[src/rtl/i2cbm_pkg.sv]
// ----------------------------------------------------------------------------
// i2cbm_pkg
// Shared types and constants of the I2C byte master: command codes,
// sequencer phases, payload structs and register reset values.
// ----------------------------------------------------------------------------
package i2cbm_pkg;

    localparam int DELAY_W   = 16;
    localparam int POLL_W    = 8;
    localparam int BYTE_W    = 8;
    localparam int BITCNT_W  = 4;
    localparam int CFG_IDX_W = 2;
    localparam int CFG_DAT_W = 16;

    localparam logic [DELAY_W-1:0] HALF_PERIOD_RST = 16'd100;
    localparam logic [DELAY_W-1:0] START_DELAY_RST = 16'd100;
    localparam logic [POLL_W-1:0]  ACK_LIMIT_RST   = 8'd250;
    localparam logic [BITCNT_W-1:0] BITS_PER_BYTE  = 4'd8;

    typedef enum logic [2:0] {
        CMD_NONE  = 3'd0,
        CMD_START = 3'd1,
        CMD_STOP  = 3'd2,
        CMD_WRITE = 3'd3,
        CMD_WACK  = 3'd4,
        CMD_READ  = 3'd5
    } t_cmd;

    typedef enum logic [CFG_IDX_W-1:0] {
        CFG_HALF_PERIOD = 2'd0,
        CFG_START_DELAY = 2'd1,
        CFG_ACK_LIMIT   = 2'd2
    } t_cfg_idx;

    typedef enum logic [15:0] {
        PH_IDLE    = 16'b0000_0000_0000_0001,
        PH_ST_A    = 16'b0000_0000_0000_0010,
        PH_ST_B    = 16'b0000_0000_0000_0100,
        PH_ST_C1   = 16'b0000_0000_0000_1000,
        PH_ST_C2   = 16'b0000_0000_0001_0000,
        PH_SP_A    = 16'b0000_0000_0010_0000,
        PH_SP_B    = 16'b0000_0000_0100_0000,
        PH_WA_A    = 16'b0000_0000_1000_0000,
        PH_WA_B    = 16'b0000_0001_0000_0000,
        PH_WA_POLL = 16'b0000_0010_0000_0000,
        PH_WB_LO   = 16'b0000_0100_0000_0000,
        PH_WB_HI   = 16'b0000_1000_0000_0000,
        PH_RB_LO   = 16'b0001_0000_0000_0000,
        PH_RB_HI   = 16'b0010_0000_0000_0000,
        PH_RA_LO   = 16'b0100_0000_0000_0000,
        PH_RA_HI   = 16'b1000_0000_0000_0000
    } t_phase;

    typedef struct packed {
        t_cmd              cmd;
        logic [BYTE_W-1:0] write_data;
        logic              send_ack;
        logic              sda_in;
    } t_in;

    typedef struct packed {
        logic              scl_drive;
        logic              sda_drive;
        logic              busy_res;
        logic              done_res;
        logic [BYTE_W-1:0] read_byte;
        logic              ack_error;
    } t_out;

    // A zero delay register counts as one tick.
    function automatic logic [DELAY_W-1:0] ticks_of(input logic [DELAY_W-1:0] v);
        return (v == '0) ? {{(DELAY_W-1){1'b0}}, 1'b1} : v;
    endfunction

endpackage

[src/rtl/i2c_byte_master_unit.sv]
// ----------------------------------------------------------------------------
// i2c_byte_master_unit
// Bit-level I2C master sequencer: start, stop, byte write, acknowledge wait
// and byte read with ACK/NACK, timed in input ticks.
// ----------------------------------------------------------------------------
//
//  channel  | direction | handshake                  | payload
//  ---------+-----------+----------------------------+--------------------------
//  input    | in        | i_valid / o_stall          | i_in  (t_in : one tick)
//  output   | out       | o_valid / i_stall          | o_out (t_out: line drives)
//  config   | in        | i_cfg_valid / o_cfg_ready  | i_cfg_index, i_cfg_data
//
//  One tick item is taken per clock while o_stall is low; its result
//  appears in the output register on the next cycle.
//  The only loop is the sequencer state itself, at most one phase step per tick.
//  Reset (synchronous, active low) puts the sequencer in idle with both
//  lines released and the registers at their default timings.
//  o_stall rises only while a result waits and the sink stalls; then the
//  tick is held off and no state advances.
// ----------------------------------------------------------------------------
module i2c_byte_master_unit (
    input  logic                                   i_clk,
    input  logic                                   i_rst_n,
    // tick input
    input  logic                                   i_valid,
    output logic                                   o_stall,
    input  i2cbm_pkg::t_in                         i_in,
    // result output
    output logic                                   o_valid,
    input  logic                                   i_stall,
    output i2cbm_pkg::t_out                        o_out,
    // configuration writes
    input  logic                                   i_cfg_valid,
    output logic                                   o_cfg_ready,
    input  logic [i2cbm_pkg::CFG_IDX_W-1:0]        i_cfg_index,
    input  logic [i2cbm_pkg::CFG_DAT_W-1:0]        i_cfg_data
);

    // Configuration registers
    logic [i2cbm_pkg::DELAY_W-1:0] r_half_period;
    logic [i2cbm_pkg::DELAY_W-1:0] r_start_delay;
    logic [i2cbm_pkg::POLL_W-1:0]  r_ack_limit;

    // Sequencer state
    i2cbm_pkg::t_phase              r_phase,       n_phase;
    logic [i2cbm_pkg::BITCNT_W-1:0] r_bit_count,   n_bit_count;
    logic [i2cbm_pkg::BYTE_W-1:0]   r_shift,       n_shift;
    logic [i2cbm_pkg::DELAY_W-1:0]  r_delay,       n_delay;
    logic [i2cbm_pkg::POLL_W-1:0]   r_poll,        n_poll;
    logic                           r_scl,         n_scl;
    logic                           r_sda,         n_sda;
    logic                           r_ack_flag,    n_ack_flag;
    logic                           r_ack_choice,  n_ack_choice;
    logic [i2cbm_pkg::BYTE_W-1:0]   r_held_read,   n_held_read;

    // Output register
    logic                           r_out_valid;
    i2cbm_pkg::t_out                r_out;

    logic                           w_accept;
    logic                           w_done;
    logic [i2cbm_pkg::DELAY_W-1:0]  w_dec;
    logic [i2cbm_pkg::BITCNT_W-1:0] w_bit_inc;

    // Hold the tick off only while a finished result is stuck at the sink.
    assign o_stall     = r_out_valid && i_stall;
    assign w_accept    = i_valid && !o_stall;
    assign o_valid     = r_out_valid;
    assign o_out       = r_out;
    assign o_cfg_ready = 1'b1;

    // ------------------------------------------------------------------
    // Configuration: writes land at any time; unknown indexes are dropped.
    // ------------------------------------------------------------------
    always_ff @(posedge i_clk) begin
        if (!i_rst_n) begin
            r_half_period <= i2cbm_pkg::HALF_PERIOD_RST;
            r_start_delay <= i2cbm_pkg::START_DELAY_RST;
            r_ack_limit   <= i2cbm_pkg::ACK_LIMIT_RST;
        end else if (i_cfg_valid && o_cfg_ready) begin
            unique case (i2cbm_pkg::t_cfg_idx'(i_cfg_index))
                i2cbm_pkg::CFG_HALF_PERIOD: begin
                    r_half_period <= i_cfg_data;
                end
                i2cbm_pkg::CFG_START_DELAY: begin
                    r_start_delay <= i_cfg_data;
                end
                i2cbm_pkg::CFG_ACK_LIMIT: begin
                    r_ack_limit <= i_cfg_data[i2cbm_pkg::POLL_W-1:0];
                end
                default: begin
                end
            endcase
        end
    end

    // ------------------------------------------------------------------
    // One tick of the sequencer. Each timed phase is a segment that holds the
    // line levels for a counted number of ticks; the segment end picks
    // the next phase or finishes the command.
    // ------------------------------------------------------------------
    always_comb begin
        n_phase      = r_phase;
        n_bit_count  = r_bit_count;
        n_shift      = r_shift;
        n_delay      = r_delay;
        n_poll       = r_poll;
        n_scl        = r_scl;
        n_sda        = r_sda;
        n_ack_flag   = r_ack_flag;
        n_ack_choice = r_ack_choice;
        n_held_read  = r_held_read;
        w_done       = 1'b0;
        w_dec        = (r_delay != '0) ? (r_delay - 1'b1) : r_delay;
        w_bit_inc    = r_bit_count + 1'b1;

        if (r_phase == i2cbm_pkg::PH_IDLE) begin
            // Decode a new command; codes six and seven fall to default.
            unique case (i_in.cmd)
                i2cbm_pkg::CMD_START: begin
                    n_phase = i2cbm_pkg::PH_ST_A;
                    n_delay = i2cbm_pkg::ticks_of(r_start_delay);
                end
                i2cbm_pkg::CMD_STOP: begin
                    n_scl   = 1'b0;
                    n_sda   = 1'b0;
                    n_phase = i2cbm_pkg::PH_SP_A;
                    n_delay = i2cbm_pkg::ticks_of(r_half_period);
                end
                i2cbm_pkg::CMD_WRITE: begin
                    n_scl       = 1'b0;
                    n_shift     = i_in.write_data;
                    n_bit_count = '0;
                    n_phase     = i2cbm_pkg::PH_WB_LO;
                    n_delay     = i2cbm_pkg::ticks_of(r_half_period);
                end
                i2cbm_pkg::CMD_WACK: begin
                    n_sda   = 1'b1;
                    n_phase = i2cbm_pkg::PH_WA_A;
                    n_delay = i2cbm_pkg::ticks_of(r_half_period);
                end
                i2cbm_pkg::CMD_READ: begin
                    n_scl        = 1'b0;
                    n_sda        = 1'b1;
                    n_shift      = '0;
                    n_bit_count  = '0;
                    n_ack_choice = i_in.send_ack;
                    n_phase      = i2cbm_pkg::PH_RB_LO;
                    n_delay      = i2cbm_pkg::ticks_of(r_half_period);
                end
                default: begin
                end
            endcase
        end else if (r_phase == i2cbm_pkg::PH_WA_POLL) begin
            // Poll SDA once per tick; low is an ACK.
            if (!i_in.sda_in) begin
                n_ack_flag = 1'b0;
                n_scl      = 1'b0;
                w_done     = 1'b1;
            end else if (r_poll >= r_ack_limit) begin
                n_ack_flag = 1'b1;
                w_done     = 1'b1;
            end else begin
                n_poll = r_poll + 1'b1;
            end
        end else begin
            // Drive data during the low half of write and ack bits.
            if (r_phase == i2cbm_pkg::PH_WB_LO) begin
                n_sda = r_shift[i2cbm_pkg::BYTE_W-1];
            end else if (r_phase == i2cbm_pkg::PH_RA_LO) begin
                n_sda = !r_ack_choice;
            end
            n_delay = w_dec;

            if (w_dec == '0) begin
                unique case (r_phase)
                    i2cbm_pkg::PH_ST_A: begin
                        n_sda   = 1'b1;
                        n_scl   = 1'b1;
                        n_phase = i2cbm_pkg::PH_ST_B;
                        n_delay = i2cbm_pkg::ticks_of(r_start_delay);
                    end
                    i2cbm_pkg::PH_ST_B: begin
                        n_sda   = 1'b0;
                        n_phase = i2cbm_pkg::PH_ST_C1;
                        n_delay = i2cbm_pkg::ticks_of(r_start_delay);
                    end
                    i2cbm_pkg::PH_ST_C1: begin
                        n_phase = i2cbm_pkg::PH_ST_C2;
                        n_delay = i2cbm_pkg::ticks_of(r_start_delay);
                    end
                    i2cbm_pkg::PH_ST_C2: begin
                        n_scl  = 1'b0;
                        w_done = 1'b1;
                    end
                    i2cbm_pkg::PH_SP_A: begin
                        n_scl   = 1'b1;
                        n_sda   = 1'b1;
                        n_phase = i2cbm_pkg::PH_SP_B;
                        n_delay = i2cbm_pkg::ticks_of(r_half_period);
                    end
                    i2cbm_pkg::PH_SP_B: begin
                        w_done = 1'b1;
                    end
                    i2cbm_pkg::PH_WA_A: begin
                        n_scl   = 1'b1;
                        n_phase = i2cbm_pkg::PH_WA_B;
                        n_delay = i2cbm_pkg::ticks_of(r_half_period);
                    end
                    i2cbm_pkg::PH_WA_B: begin
                        n_phase = i2cbm_pkg::PH_WA_POLL;
                        n_poll  = '0;
                    end
                    i2cbm_pkg::PH_WB_LO: begin
                        n_scl   = 1'b1;
                        n_phase = i2cbm_pkg::PH_WB_HI;
                        n_delay = i2cbm_pkg::ticks_of(r_half_period);
                    end
                    i2cbm_pkg::PH_WB_HI: begin
                        n_shift     = {r_shift[i2cbm_pkg::BYTE_W-2:0], 1'b0};
                        n_bit_count = w_bit_inc;
                        n_scl       = 1'b0;
                        if (w_bit_inc >= i2cbm_pkg::BITS_PER_BYTE) begin
                            w_done = 1'b1;
                        end else begin
                            n_phase = i2cbm_pkg::PH_WB_LO;
                            n_delay = i2cbm_pkg::ticks_of(r_half_period);
                        end
                    end
                    i2cbm_pkg::PH_RB_LO: begin
                        n_scl   = 1'b1;
                        n_phase = i2cbm_pkg::PH_RB_HI;
                        n_delay = i2cbm_pkg::ticks_of(r_half_period);
                    end
                    i2cbm_pkg::PH_RB_HI: begin
                        // Sample SDA on the last high tick.
                        n_shift     = {r_shift[i2cbm_pkg::BYTE_W-2:0], i_in.sda_in};
                        n_bit_count = w_bit_inc;
                        n_scl       = 1'b0;
                        n_phase     = (w_bit_inc >= i2cbm_pkg::BITS_PER_BYTE)
                                      ? i2cbm_pkg::PH_RA_LO : i2cbm_pkg::PH_RB_LO;
                        n_delay     = i2cbm_pkg::ticks_of(r_half_period);
                    end
                    i2cbm_pkg::PH_RA_LO: begin
                        n_scl   = 1'b1;
                        n_phase = i2cbm_pkg::PH_RA_HI;
                        n_delay = i2cbm_pkg::ticks_of(r_half_period);
                    end
                    i2cbm_pkg::PH_RA_HI: begin
                        n_scl       = 1'b0;
                        n_held_read = r_shift;
                        w_done      = 1'b1;
                    end
                    default: begin
                        w_done = 1'b1;
                    end
                endcase
            end
        end

        if (w_done) begin
            n_phase = i2cbm_pkg::PH_IDLE;
        end
    end

    // ------------------------------------------------------------------
    // State and result registers advance only on an accepted tick.
    // ------------------------------------------------------------------
    always_ff @(posedge i_clk) begin
        if (!i_rst_n) begin
            r_phase      <= i2cbm_pkg::PH_IDLE;
            r_bit_count  <= '0;
            r_shift      <= '0;
            r_delay      <= '0;
            r_poll       <= '0;
            r_scl        <= 1'b1;
            r_sda        <= 1'b1;
            r_ack_flag   <= 1'b0;
            r_ack_choice <= 1'b0;
            r_held_read  <= '0;
        end else if (w_accept) begin
            r_phase      <= n_phase;
            r_bit_count  <= n_bit_count;
            r_shift      <= n_shift;
            r_delay      <= n_delay;
            r_poll       <= n_poll;
            r_scl        <= n_scl;
            r_sda        <= n_sda;
            r_ack_flag   <= n_ack_flag;
            r_ack_choice <= n_ack_choice;
            r_held_read  <= n_held_read;
        end
    end

    always_ff @(posedge i_clk) begin
        if (!i_rst_n) begin
            r_out_valid <= 1'b0;
        end else if (w_accept) begin
            r_out_valid <= 1'b1;
        end else if (!i_stall) begin
            r_out_valid <= 1'b0;
        end
    end

    always_ff @(posedge i_clk) begin
        if (w_accept) begin
            r_out.scl_drive <= n_scl;
            r_out.sda_drive <= n_sda;
            r_out.busy_res  <= (n_phase != i2cbm_pkg::PH_IDLE);
            r_out.done_res  <= w_done;
            r_out.read_byte <= n_held_read;
            r_out.ack_error <= n_ack_flag;
        end
    end

    // ------------------------------------------------------------------
    // Assertions
    // ------------------------------------------------------------------
    a_done_not_busy: assert property (@(posedge i_clk) disable iff (!i_rst_n)
        (r_out_valid && r_out.done_res) |-> !r_out.busy_res)
        else $error("done result still reports busy");

    a_ack_err_src: assert property (@(posedge i_clk) disable iff (!i_rst_n)
        $rose(r_ack_flag) |-> $past(r_phase == i2cbm_pkg::PH_WA_POLL))
        else $error("ack error set outside acknowledge polling");

    a_bit_range: assert property (@(posedge i_clk) disable iff (!i_rst_n)
        r_bit_count <= i2cbm_pkg::BITS_PER_BYTE)
        else $error("bit counter beyond one byte");

    a_accept_result: assert property (@(posedge i_clk) disable iff (!i_rst_n)
        w_accept |=> r_out_valid)
        else $error("accepted tick produced no result");

    a_freeze_on_stall: assert property (@(posedge i_clk) disable iff (!i_rst_n)
        o_stall |=> $stable(r_phase) && $stable(r_delay))
        else $error("sequencer advanced while stalled");

endmodule

[config.mk]
export PLATFORM = sky130hd
export DESIGN_NAME = i2c_byte_master_unit
export DESIGN_NICKNAME = d
export VERILOG_FILES = /design/src/rtl/i2cbm_pkg.sv /design/src/rtl/i2c_byte_master_unit.sv
export SDC_FILE = /design/constraint.sdc
export NUM_CORES = 1
export LEC_CHECK = 0
export BUFFER_PORTS_ARGS = -buffer_cell sky130_fd_sc_hd__buf_2
export CORE_UTILIZATION = 40
export CTS_CLUSTER_DIAMETER = 30
export DETAILED_ROUTE_END_ITERATION = 16
export SYNTH_ARGS = -nofsm -noshare
export SYNTH_HDL_FRONTEND = slang
export SYNTH_SLANG_ARGS = --single-unit
export TNS_END_PERCENT = 50
[constraint.sdc]
create_clock -name i_clk -period 5 [get_ports i_clk]
set_input_delay 0.25 -clock i_clk [delete_from_list [all_inputs] [get_ports i_clk]]
set_output_delay 0.25 -clock i_clk [all_outputs]
set_load 0.01 [all_outputs]
After elaboration in Yosys (flattened, before gate mapping) --
Index checks and enable logic that the tools add are counted.
Operators by class: add/subtract/negate cells 3, order comparisons 2, equal/unequal tests 30, muxes and demuxes 62, bitwise logic cells 1, reduce and logical (&&, ||, !) cells 33
Operators by type and width (count):
- 2-to-1 mux 16 bit | 12
- one-hot mux 16 bit (11 select lines) | 1
- 2-to-1 mux 8 bit | 12
- one-hot mux 16 bit (5 select lines) | 1
- logical NOT 16 bit | 3
- one-hot mux 16 bit (3 select lines) | 1
- one-hot mux 16 bit (2 select lines) | 1
- one-hot mux 8 bit (2 select lines) | 2
- 2-to-1 mux 1 bit | 22
- 2-to-1 mux 4 bit | 5
- == test 16 x 1 -> 1 bit, second input constant | 1
- == test 16 x 10 -> 1 bit, second input constant | 1
- == test 16 x 11 -> 1 bit, second input constant | 1
- == test 16 x 12 -> 1 bit, second input constant | 1
- == test 16 x 13 -> 1 bit, second input constant | 1
- == test 16 x 14 -> 1 bit, second input constant | 1
- == test 16 x 15 -> 1 bit, second input constant | 1
- == test 16 bit, second input constant | 1
- == test 16 x 2 -> 1 bit, second input constant | 1
- == test 16 x 3 -> 1 bit, second input constant | 1
- == test 16 x 4 -> 1 bit, second input constant | 1
- == test 16 x 5 -> 1 bit, second input constant | 1
- == test 16 x 6 -> 1 bit, second input constant | 1
- == test 16 x 8 -> 1 bit, second input constant | 1
- other kinds (34) | 57
Word-level totals: register bits after elaboration 118, word-level logic and storage cells 151

Longest topological paths before layout --
Gate-level depths: netlist of run 1.
word-level depth 9, gate-level depth with buffers 13

Worst setup path before layout of run 1 --
No wires, ideal clock.
kind reg-to-reg, from register r_delay[0] (netlist name), to register r_out (netlist bit o_out[1]), data pin, setup time 260 ps, data arrival time 3041 ps, required time 4740 ps, slack 1699 ps, stages on the path, launching flop included 13, clock period less this slack 3301 ps, cells stage by stage dfxtp_1 > clkbuf_1 > inv_1 > ha_1 > or3b_1 > clkbuf_1 > nor4_1 > mux2i_1 > nand3_1 > nor4_2 > buf_2 > nand3_1 > mux2_2
Between the ends: longest elaborated chain between the ends 6, elaborated cells between the ends (all ways) 7, those cells by class 1 x add/sub; 4 x mux; 2 x reduce/logical
Ends and longest elaborated chain:
- start, declared | RTL line i2c_byte_master_unit.sv:48 | logic [i2cbm_pkg::DELAY_W-1:0] r_delay, n_delay;
- start signal, assigned | RTL line i2c_byte_master_unit.sv:285 | r_delay <= n_delay;
- subtractor 16 x 1 -> 16 bit / nonzero test 16 bit (equally long branches) | RTL line i2c_byte_master_unit.sv:114 | w_dec = (r_delay != '0) ? (r_delay - 1'b1) : r_delay;
- 2-to-1 mux 16 bit * | RTL line i2c_byte_master_unit.sv:114
- logical NOT 16 bit * | RTL line i2c_byte_master_unit.sv:175 | if (w_dec == '0) begin
- 2-to-1 mux 8 bit * | RTL line i2c_byte_master_unit.sv:175
- 2-to-1 mux 8 bit * | RTL line i2c_byte_master_unit.sv:154 | end else if (r_phase == i2cbm_pkg::PH_WA_POLL) begin
- 2-to-1 mux 8 bit * | RTL line i2c_byte_master_unit.sv:117 | if (r_phase == i2cbm_pkg::PH_IDLE) begin
- net n_held_read (one bit) | RTL line i2c_byte_master_unit.sv:54 | logic [i2cbm_pkg::BYTE_W-1:0] r_held_read, n_held_read;
- end, declared | RTL line i2c_byte_master_unit.sv:58 | i2cbm_pkg::t_out r_out;
Mark *: on every way through the listed nets, which the timed path passes. The rest lies on a longest branch. A chain may end at the register's enable or synchronous reset.

Worst setup path after layout of run 1 --
from register r_delay[0] (netlist name), to register r_poll[3] (netlist name)
Between the ends: longest elaborated chain between the ends 5, elaborated cells between the ends (all ways) 6, those cells by class 1 x add/sub; 1 x mux; 4 x reduce/logical
Ends and longest elaborated chain:
- subtractor 16 x 1 -> 16 bit / nonzero test 16 bit (equally long branches) | RTL line i2c_byte_master_unit.sv:114
- 2-to-1 mux 16 bit * | RTL line i2c_byte_master_unit.sv:114
- logical NOT 16 bit * | RTL line i2c_byte_master_unit.sv:175
- nonzero test 2 bit (no line) *
- AND reduction 6 bit (no line) *
- end signal, assigned | RTL line i2c_byte_master_unit.sv:286 | r_poll <= n_poll;
- end, declared | RTL line i2c_byte_master_unit.sv:49 | logic [i2cbm_pkg::POLL_W-1:0] r_poll, n_poll;
Mark *: on every way between the ends. The rest lies on a longest branch, timed or not.

==> qor.yml, run 1 <==
status: "complete, no violations"
hold_violations: 0
htree_levels: 4
root_buffer: "clkbuf_16"
routed_wl_um: 20500
avgSynthCellArea_um2: 8.21
diodes: 0
hold_buffers: 0
drt_iter0_drc: 465
firstDrtPassIters: 5
worstPathMaxFanout: 13
viasPerCell: 5.89
skew_ns: 0.00860
syn2layout_area_growth_pct: 14.4
met2_usage_pct: 34.9
synth_cell_types: 72
p_sw_uw: 1220
dieHeight_um: 135
setup_viol: 0
synth_nets: 906
fin_crit_ns: 3.83
grt_use_met1_pct: 32.0
syn-instance-count: 857
grt_overflow: 0
cp.required_ns: 5.36
synthFlopType: "dfxtp_1"
worstSkewPairLatency_ns: 0.42
post-route-drc-count: 0
pwr-share-seq_pct: 33.4
cts_sinks: 118
num-nets-final: 930
globalplace.congestion: 0.936
cts_resized: 0
setup_tns_ns: 0
core-area_mm2: 0.0172
swShare_pct: 35.6
comb_power_share_pct: 29.3
worstMarginPinSlew_ns: 1.07
synth_area_mm2: 0.00703
cp-start-kind: "flop"
rsz0062_at_grt: "no"
die_area_mm2: 0.0181
critical_path.endpoint_type: "flop"
async_flop_share_pct: 0
crit_arrival_ns: 4.20
busiest_layer: "met2"
num_rows: 48
fill_cells: 1636
dp_hpwl_um: 14500
relSlewSlack_pct: 28.1
grt_use_total_pct: 23.1
antenna_found_initial: 0
cts_tree: "done"
start_util_pct: 40.8
drive_gt1_share_pct: 13.2
crit_type: "flop to flop"
yosysSeqAreaShare_pct: 35.4
ys_ff_latch: 118
grt_max_degree: 60
fin_ws_ns: 1.17
die_x_um: 135
powerDensity_mw_per_mm2: 425
drv_cap: 0
post_drt_wl_per_cell_um: 18.3
via_count: 6593
drv_slew: 0
intPower_uw: 2200
port_buffers: 50
ant_nets: 0
use_met3_pct: 4.62
ir_drop_v: 0.000254
cts_buffers: 17
p_leak_uw: 0.00318
yosysWarnings: 0
clkTransAtPathRegs_ns: 0.05
first_global_vias: 5959
final_min_period_over_clock_period_pct: 76.7
min_path_type: "input port to flop"
grt_pass1_wl_um: 32300
max_freq_ghz: 0.261
io_pins: 52
cts_setup_buffers: 0
dpl_worst_slack_ns: 1.24
clock_path_buffers: 2
clockPowerShare_pct: 37.2
synth_enable_flop_cells: 13
[path summary, 6_finish.rpt]
check                                    start              to  slack, ns  depth (start not counted)
worst min register to register  r_ack_limit[2]  r_ack_limit[2]       0.48                          2
worst max-delay path                r_delay[0]       r_poll[3]       1.17                         11
worst min-delay path                   i_valid         o_valid       0.05                          2
worst max register to register      r_delay[0]       r_poll[3]       1.17                         11
[state kept, by name (all words and copies together) (netlist names), 4 cells and up]
name,count
r_half_period,16
r_bit_count,4
r_start_delay,16
r_phase,16
r_delay,16
r_held_read,8
r_poll,8
o_out,13
r_shift,8
r_ack_limit,8
[metal layers]
metal	vias up	part of all wire, %	routed length [um]
li1	3222	-	-
met3	47	6.0	1220
met2	222	44	9000
met1	3102	48	9780
met5	-	0	0
met4	0	2.4	499
[cells in the final DEF (no fill, tap or decap), drive strengths merged, types with 4 or more instances in the layout]
cell type	netlist	routed
a21boi	37	37
o211ai	20	20
nor3	32	32
xor2	5	5
inv	21	24
and3	8	8
and4b	6	6
xnor2	6	6
nand3	49	49
and2	7	7
ha	13	13
a31oi	9	9
mux2	9	9
mux2i	40	40
clkbuf	46	23
nor3b	5	5
a22o	8	8
a211o	4	4
o21ai	32	32
a22oi	12	12
o2111ai	4	4
a21oi	21	21
nand4	11	11
o31ai	6	6
nand2b	9	9
or4b	6	6
buf	11	62
a211oi	7	7
a21o	6	6
or3	9	9
dfxtp	105	105
nor2	37	37
edfxtp	13	13
nor2b	26	26
nor4b	6	6
or4	6	6
nand2	138	138
o2111a	8	8
nand3b	4	4
nor4	22	22
[synth_stat cells, types with 7 or more instances]
| cell | number | share of area [%] |
|---|---|---|
| or3_1 | 9 | 0.80 |
| and2_1 | 7 | 0.62 |
| a21boi_0 | 33 | 3.5 |
| dfxtp_1 | 105 | 30 |
| and3_1 | 8 | 0.71 |
| a22o_1 | 8 | 1.0 |
| mux2_2 | 9 | 1.4 |
| o21ai_0 | 31 | 2.2 |
| a21oi_1 | 21 | 1.5 |
| nand2b_1 | 9 | 0.80 |
| nor4_1 | 19 | 1.7 |
| o2111a_1 | 8 | 1.3 |
| edfxtp_1 | 13 | 5.6 |
| nand3_1 | 49 | 3.5 |
| nor2_1 | 37 | 2.0 |
| a22oi_1 | 12 | 1.3 |
| clkbuf_1 | 46 | 2.5 |
| nor2b_1 | 26 | 2.3 |
| a31oi_1 | 9 | 0.80 |
| inv_1 | 21 | 1.1 |
| o211ai_1 | 20 | 2.1 |
| nand2_1 | 137 | 7.3 |
| nor3_1 | 32 | 2.3 |
| mux2i_1 | 40 | 5.7 |
| nand4_1 | 10 | 0.89 |
| ha_1 | 13 | 2.3 |
[critical path, cell delays in order (launching register included)]
cell and delay, ns:
dfxtp_1 0.39, inv_1 0.09, ha_1 0.20, or3b_1 0.53, nor4_1 0.38, mux2i_1 0.42, nand3_1 0.21, nor4_2 0.18
buf_4 0.24, a32oi_1 0.29, or4b_2 0.75, nand2_1 0.08
[power groups by stage]
stage                     Clock, uW  Combinational (uW)  Sequential, uW
after floorplan                   0                 763            1110
after global placement            0                 993            1160
after detailed placement          0                 978            1160
after CTS                      1290                 984            1140
after global routing           1330                1090            1150
final                          1270                1000            1140
[kinds of logic (layout without fill, tap and decap cells)]
| logic type | Yosys count | count (layout) | share of synthesized area, % |
|---|---|---|---|
| AND/OR/NAND/NOR | 391 | 391 | 29.1 |
| AO/OA/AOI/OAI | 196 | 196 | 20.1 |
| flip-flops | 118 | 118 | 35.4 |
| buffers and inverters | 78 | 115 | 4.43 |
| multiplexers | 49 | 49 | 7.13 |
| adder cells (fa/ha/maj) | 13 | 13 | 2.31 |
| XOR/XNOR | 11 | 11 | 1.37 |
| other | 1 | 1 | 0.0533 |
[metrics by stage]
stage / utilization, % / instances / power, uW / cell area [um2] / hold WS (ns)
floorplan: - / 857 / 1870 / 7030 / 0.374
global placement: 43.1 / 1087 / 2150 / 7430 / 0.458
detailed placement: 43.1 / 1087 / 2130 / 7430 / 0.465
CTS: 46.7 / 1119 / 3410 / 8050 / 0.0421
global route: 46.7 / 1119 / 3570 / 8050 / 0.0612
finish: 46.7 / 1119 / 3420 / 8050 / 0.0503
[area by class of cell]
cell class                 instances  area [um2]  share of cell area, %
timing repair buffer              62         340                   4.23
multi-input combinational        661        4230                   52.6
clock buffer                      23         510                   6.34
sequential                       118        2490                   31.0
tap                              225         282                   3.50
clock inverter                     9         110                   1.37
inverter                          21        78.8                  0.979
No activity file was read; power rests on OpenSTA's default activity.
==> inputs of run 2 (changes only) <==
clock period = 3.3 ns   (was 5 ns; I/O delays follow)
==> run 2 against run 1 <==
Against the previous run:
- sequential cell count stayed put
- global-route usage up 0.80 points
- total power up 57%
- via count rose by 4.5%
- clock power increased by 34%
- first-iteration DRC count down 14%
- count of clock-buffer cells in the layout is 4 lower
- register-to-register slack worse by 1.0 ns
- cell count rose by 5.8%
- clock skew down 0.00057 ns
- largest power group is now combinational cells
==> qor.yml, run 2 (synthesized netlist as in run 1, its figures left out) <==
timing.hold.ws_ns: 0.00532
cts_tree: "done"
dieHeight_um: 135
max_freq_ghz: 0.316
clkTransAtPathRegs_ns: 0.06
worstMarginPinSlew_ns: 1.05
first_global_vias: 6368
core-area_mm2: 0.0172
num-nets-final: 995
fill_cells: 1632
io_pins: 52
crit_path_cell_trace: "or4_1 > or4_1 > nor2_2 > nor3_1 > a21oi_1 > nand2_1 > nor4b_1 > nor3_1"
path_delay_family: "simple AND/OR/NAND/NOR gates"
r2r_cells: 8
dp_hpwl_um: 15200
antenna_found_initial: 0
max_stage_delay_ns: 0.68
busiest_layer: "met2"
use_met3_pct: 5.82
worstPathMaxFanout: 7
start_util_pct: 40.8
relSlewSlack_pct: 30.0
skew_ns: 0.00803
via_count: 6891
cts_sinks: 118
final_common_cell: "nand2_1"
powerDensity_mw_per_mm2: 623
cp-start-kind: "flop"
clock_path_buffers: 2
post-route-drc-count: 0
die_x_um: 135
root_buffer: "clkbuf_16"
crit_type: "flop to flop"
grt_use_met1_pct: 32.6
place_area_mm2: 0.00789
grt_use_total_pct: 23.9
drt_iter0_drc: 400
status: "complete, no violations"
fin_area_mm2: 0.00861
final_min_period_over_clock_period_pct: 95.9
ant_nets: 0
min_path_cells: 3
drive_gt1_share_pct: 19.6
drv_cap: 0
viasPerCell: 5.82
post_drt_wl_per_cell_um: 17.9
grt_overflow: 0
port_buffers: 50
worstSkewPairLatency_ns: 0.43
cts_buffers: 17
critical_path.endpoint_type: "flop"
placed_cells: 1143
ir_drop_v: 0.000348
die_area_mm2: 0.0181
num_rows: 48
htree_levels: 4
fin_util_pct: 49.9
power_uw: 5360
globalplace.congestion: 1.00
setup_viol: 0
cts_setup_buffers: 0
min_path_type: "input port to flop"
drv_slew: 0
diodes: 0
hold_violations: 0
firstDrtPassIters: 7
grt_max_degree: 103
syn2layout_area_growth_pct: 22.4
met2_usage_pct: 35.6
final_cells: 1184
final_cell_mix: "nand2_1 (137), dfxtp_1 (103), buf_4 (65)"
p_leak_uw: 0.00349
crit_cells: 8
worst_path_max_delay_cell: "or4_1"
grt_pass1_wl_um: 33600
cp.required_ns: 3.60
routed_wl_um: 21200
fin_crit_ns: 3.17
crit_arrival_ns: 3.46
worst-path-buf-inv: 0
-- run 2: cell types whose count changed in the layout (fill, tap and decap cells not counted), moves of 3 or more --
cell and change:
buf_12 +3, buf_4 +53, clkinv_4 +4, dlygate4sd3_1 +8
-- run 2: final timing paths --
check	from	end	slack, ns
setup / recovery	r_phase[0]	r_phase[11]	0.13
hold / removal	i_cfg_data[11]	r_half_period[11]	0.005
setup reg to reg	r_phase[0]	r_phase[11]	0.13
hold reg to reg	r_ack_limit[2]	r_ack_limit[2]	0.47
-- run 2: what timing repair did --
item	4_1_cts	5_1_grt
endpoints found under the hold margin	12	0
gates resized for setup	1	15
hold buffers	8	0
endpoints found under the setup margin	11	58
cloned	0	1
pin swaps	0	5
-- run 2: routing by layer --
layer	part of all wire [%]	wire length, um
met4	3.0	626
met2	44	9320
met1	46	9770
met3	7.1	1500
met5	0	0
-- run 2: metrics by stage --
step,setup WS [ns],TNS (ns)
2_1_floorplan,0.0727,0
3_5_place_dp,-0.0167,-0.0497
3_3_place_gp,0.0957,0
5_1_grt,-0.00790,-0.00818
4_1_cts,0.0569,0
6_report,0.134,0
-- run 2: tightest hold or removal path, delay by kind of cell --
| kind | cells | cell delay [ns] |
|---|---|---|
| AND/OR/NAND/NOR | 1 | 0.05 |
| AO/OA/AOI/OAI | 1 | 0.06 |
| buffers and inverters | 1 | 0.11 |
-- run 2: report_power, final --
part / switching, uW / internal [uW] / total [uW]
sequential: 105 / 1570 / 1670
combinational: 1160 / 825 / 1990
clock: 716 / 985 / 1700
-- run 2: cell type report --
class / count / area, um2 / area share, %
tap: 225 / 282 / 3.27
clock buffer: 19 / 443 / 5.15
clock inverter: 13 / 98.8 / 1.15
sequential: 118 / 2490 / 29.0
inverter: 21 / 78.8 / 0.916
timing repair buffer: 127 / 903 / 10.5
multi-input combinational: 661 / 4310 / 50.0
